**src/kmst_ram.sv**
```systemverilog
// ----------------------------------------------------------------------------
// kmst_ram
// Generic memory: one write port, one read port with registered read data.
// ----------------------------------------------------------------------------
`default_nettype none
module kmst_ram #(
	parameter int WIDTH = 8,
	parameter int DEPTH = 16,
	localparam int AW = (DEPTH > 1) ? $clog2(DEPTH) : 1
) (
	input  wire logic             clk,
	input  wire logic             we,
	input  wire logic [AW-1:0]    waddr,
	input  wire logic [WIDTH-1:0] wdata,
	input  wire logic [AW-1:0]    raddr,
	output logic      [WIDTH-1:0] rdata
);
	logic [WIDTH-1:0] mem_q [DEPTH];

	always_ff @(posedge clk) begin
		if (we) begin
			mem_q[waddr] <= wdata;
		end
		rdata <= mem_q[raddr];
	end
endmodule
`default_nettype wire

```
**config.mk**
```make
export PLATFORM = sky130hd
export DESIGN_NAME = kmst_ram
export DESIGN_NICKNAME = d
export VERILOG_FILES = /design/src/kmst_ram.sv
export SDC_FILE = /design/constraint.sdc
export NUM_CORES = 1
export LEC_CHECK = 0
export ABC_AREA = 1
export BUFFER_PORTS_ARGS = -buffer_cell sky130_fd_sc_hd__buf_2
export CAP_MARGIN = 10
export CELL_PAD_IN_SITES_DETAIL_PLACEMENT = 0
export CELL_PAD_IN_SITES_GLOBAL_PLACEMENT = 2
export CORE_AREA = 4 4 121 123
export DETAILED_ROUTE_END_ITERATION = 16
export DIE_AREA = 0 0 125 127
export PLACE_DENSITY = 0.87
export SETUP_SLACK_MARGIN = 0.3
export SYNTH_ARGS = -nofsm -noshare
export SYNTH_HDL_FRONTEND = slang
export SYNTH_SLANG_ARGS = --single-unit
```
**constraint.sdc**
```tcl
create_clock -name clk -period 2.8 [get_ports clk]
set_input_delay 0.14 -clock clk [delete_from_list [all_inputs] [get_ports clk]]
set_output_delay 0.14 -clock clk [all_outputs]
set_load 0.1 [all_outputs]
```
==> impl_metrics.yaml <==
outcome:
  status: "complete, no violations"
finish:
  n_antenna_cell: 0
  syn_to_final_growth_pct: 15.1
  fin_cells: 767
  num-fill-cells: 1262
  layout.nets: 592
  drive_gt1_share_pct: 10.6
floorplan:
  start_util_pct: 42.2
  num_io_pins: 26
  die_area_sq_um: 15900
  die_w_um: 125
  row_count: 43
  die_h_um: 127
  coreArea_sq_um: 13700
timing:
  rsz0062_at_grt: "false"
  layout_min_cycle_time_ns: 1.30
  skew_ns: 0.00914
  finalHoldViolCount: 0
  report.final.slew_viol_count: 0
  fin_tns_setup_ns: 0
  min_period_over_period_pct: 46.4
  whs_ns: 0.106
  slew_headroom_pct: 32.3
  setup_viol: 0
  clock.fmax_ghz: 0.770
  tightest_slew_ns: 1.01
  setup_slack_ns: 1.50
hold_path:
  min-delay-path-class: "in2reg"
power_and_ir_drop:
  power.switching_mw: 1.12
  power.share.clock_pct: 48.0
  ir_drop_mv: 0.398
  design_power_total_mw: 5.09
  p_leak_nw: 2.84
  swShare_pct: 22.0
  p_int_mw: 3.97
  power_density_nw_per_um2: 767
  combinationalPowerShare_pct: 7.0
  seq_power_share_pct: 44.9
detailed_routing:
  vias_per_cell: 4.86
  avgRoutedWirePerCell_um: 16.6
  first_pass_iters: 5
  wl_met3_um: 886
  wl_met1_um: 5700
  route.vias.total: 3729
  drtAntennaViolNets: 0
  drc_errors: 0
  wirelength_um: 12700
  routed.top_layer: "met4"
  drt_iter0_markers: 313
  wl_met2_um: 6020
setup_path:
  startpoint_type: "flop"
  arrival_ns: 1.16
  endpoint_kind: "primary output"
  worstPathCellList: "buf_2"
  critPathKind: "reg2out"
  slowest_delay_ns: 0.42
  critPathSlowestCell: "buf_2"
  critPathBufInv: 1
  path_max_fanout: 1
  required_ns: 2.66
  cp_top_family: "buffers and inverters"
synthesis:
  yosysSeqAreaShare_pct: 69.4
  ys_ff_latch: 136
  yosys_warnings: 0
  synth_cell_types: 12
  syn_nets: 569
  syn_avg_cell_area_sq_um: 10.5
  syn_inst: 551
  netlist_area_sq_um: 5770
placed_design:
  hpwl_um: 7590
  place.gp.congestion: 0.791
  port_buffers: 25
  place_ws_ns: 1.13
  dp_cells: 735
clocking:
  clk_latency_ns: 0.42
  clk_pin_slew_worst_paths_ns: 0.06
  cts_tree: "done"
  cts-root-buf: "clkbuf_16"
  cts_setup_buffers: 0
  ctsHoldBuffers: 0
  clockBufferDepth: 2
  cts_num_sinks: 136
  cts_resized: 0
  htree_num_levels: 4
  cts_buffers: 17
grt:
  grt_pass1_vias: 3545
  grt_pass1_wl_um: 19900
  grt_util_all_layers_pct: 16.8
  grt_max_degree: 65
  grt_antenna_before_repair: 0
  grt-ovfl-total: 0
job:
  cap_violations: 0
==> cell type report <==
type	instances	area [sq um]	share of cell area [%]
clock buffers	19	453	6.82
clock inverters	13	200	3.02
inverters	102	383	5.77
multi-input cells	289	1210	18.3
flip-flops and latches	136	4000	60.3
well taps	180	225	3.39
repair buffers	28	160	2.41
==> synth_stat cells <==
cell type  number  area [sq um]
nand2_1       173           649
edfxtp_1      128          3840
inv_1         100           375
nand3_1        97           485
nor2_1         17          63.8
buf_2          13          65.1
dfxtp_1         8           160
buf_6           6          67.6
buf_4           4          30.0
inv_2           2          7.51
nand3b_1        2          15.0
buf_1           1          3.75
==> cells in the final DEF (no fill, tap or decap), drive strengths merged <==
cell type	instances
edfxtp	128
inv	102
clkinvlp	4
nand3	97
clkbuf	19
nand3b	2
buf	28
nand2	173
bufinv	5
clkinv	4
nor2	17
dfxtp	8
==> registers in the layout, indices dropped and copies added (netlist names) <==
name   count
mem_q    128
rdata      8
==> cells by family after synthesis <==
logic type,synth area share [%]
AND/OR/NAND/NOR,21.0
flip-flops,69.4
buffers and inverters,9.52
==> per-stage QoR <==
| step | util, % | instance area [sq um] |
|---|---|---|
| final | 48.6 | 6640 |
| after CTS | 48.6 | 6640 |
| after global routing | 48.6 | 6640 |
| after global placement | 43.8 | 5990 |
| after detailed placement | 43.8 | 5990 |
| after floorplan | - | 5770 |
==> worst paths after layout <==
kind / startpoint / to / slack (ns) / depth (start not counted)
worst min-delay path: raddr[3] / rdata[3]$_DFF_P_ / 0.11 / 3
worst min register to register: mem_q[10][0]$_DFFE_PP_ / rdata[0]$_DFF_P_ / 0.65 / 6
worst max register to register: mem_q[1][2]$_DFFE_PP_ / rdata[2]$_DFF_P_ / 1.76 / 6
worst max-delay path: rdata[4]$_DFF_P_ / rdata[4] / 1.50 / 1
==> worst reg2reg max path: stages, from the launching register on <==
cell,delay [ns]
edfxtp_1,0.36
inv_1,0.06
nand2_1,0.04
nand3_1,0.12
nand3_1,0.10
nand3_1,0.14
nand2_1,0.10
==> power by group through the flow <==
| stage | Clock, mW | Combinational (mW) | Sequential [mW] |
|---|---|---|---|
| finish | 2.45 | 0.358 | 2.29 |
| global route | 2.58 | 0.394 | 2.29 |
| floorplan | 0 | 0.161 | 2.43 |
| detailed placement | 0 | 0.361 | 2.33 |
| global placement | 0 | 0.359 | 2.33 |
| CTS | 2.48 | 0.362 | 2.29 |
==> per-layer routing <==
metal	track usage, %	vias up
li1	-	1820
met1	22.7	1772
met2	25.8	122
met3	5.56	15
met4	5.87	0
met5	0	-
Note: power is estimated with default switching activity, not from simulation.
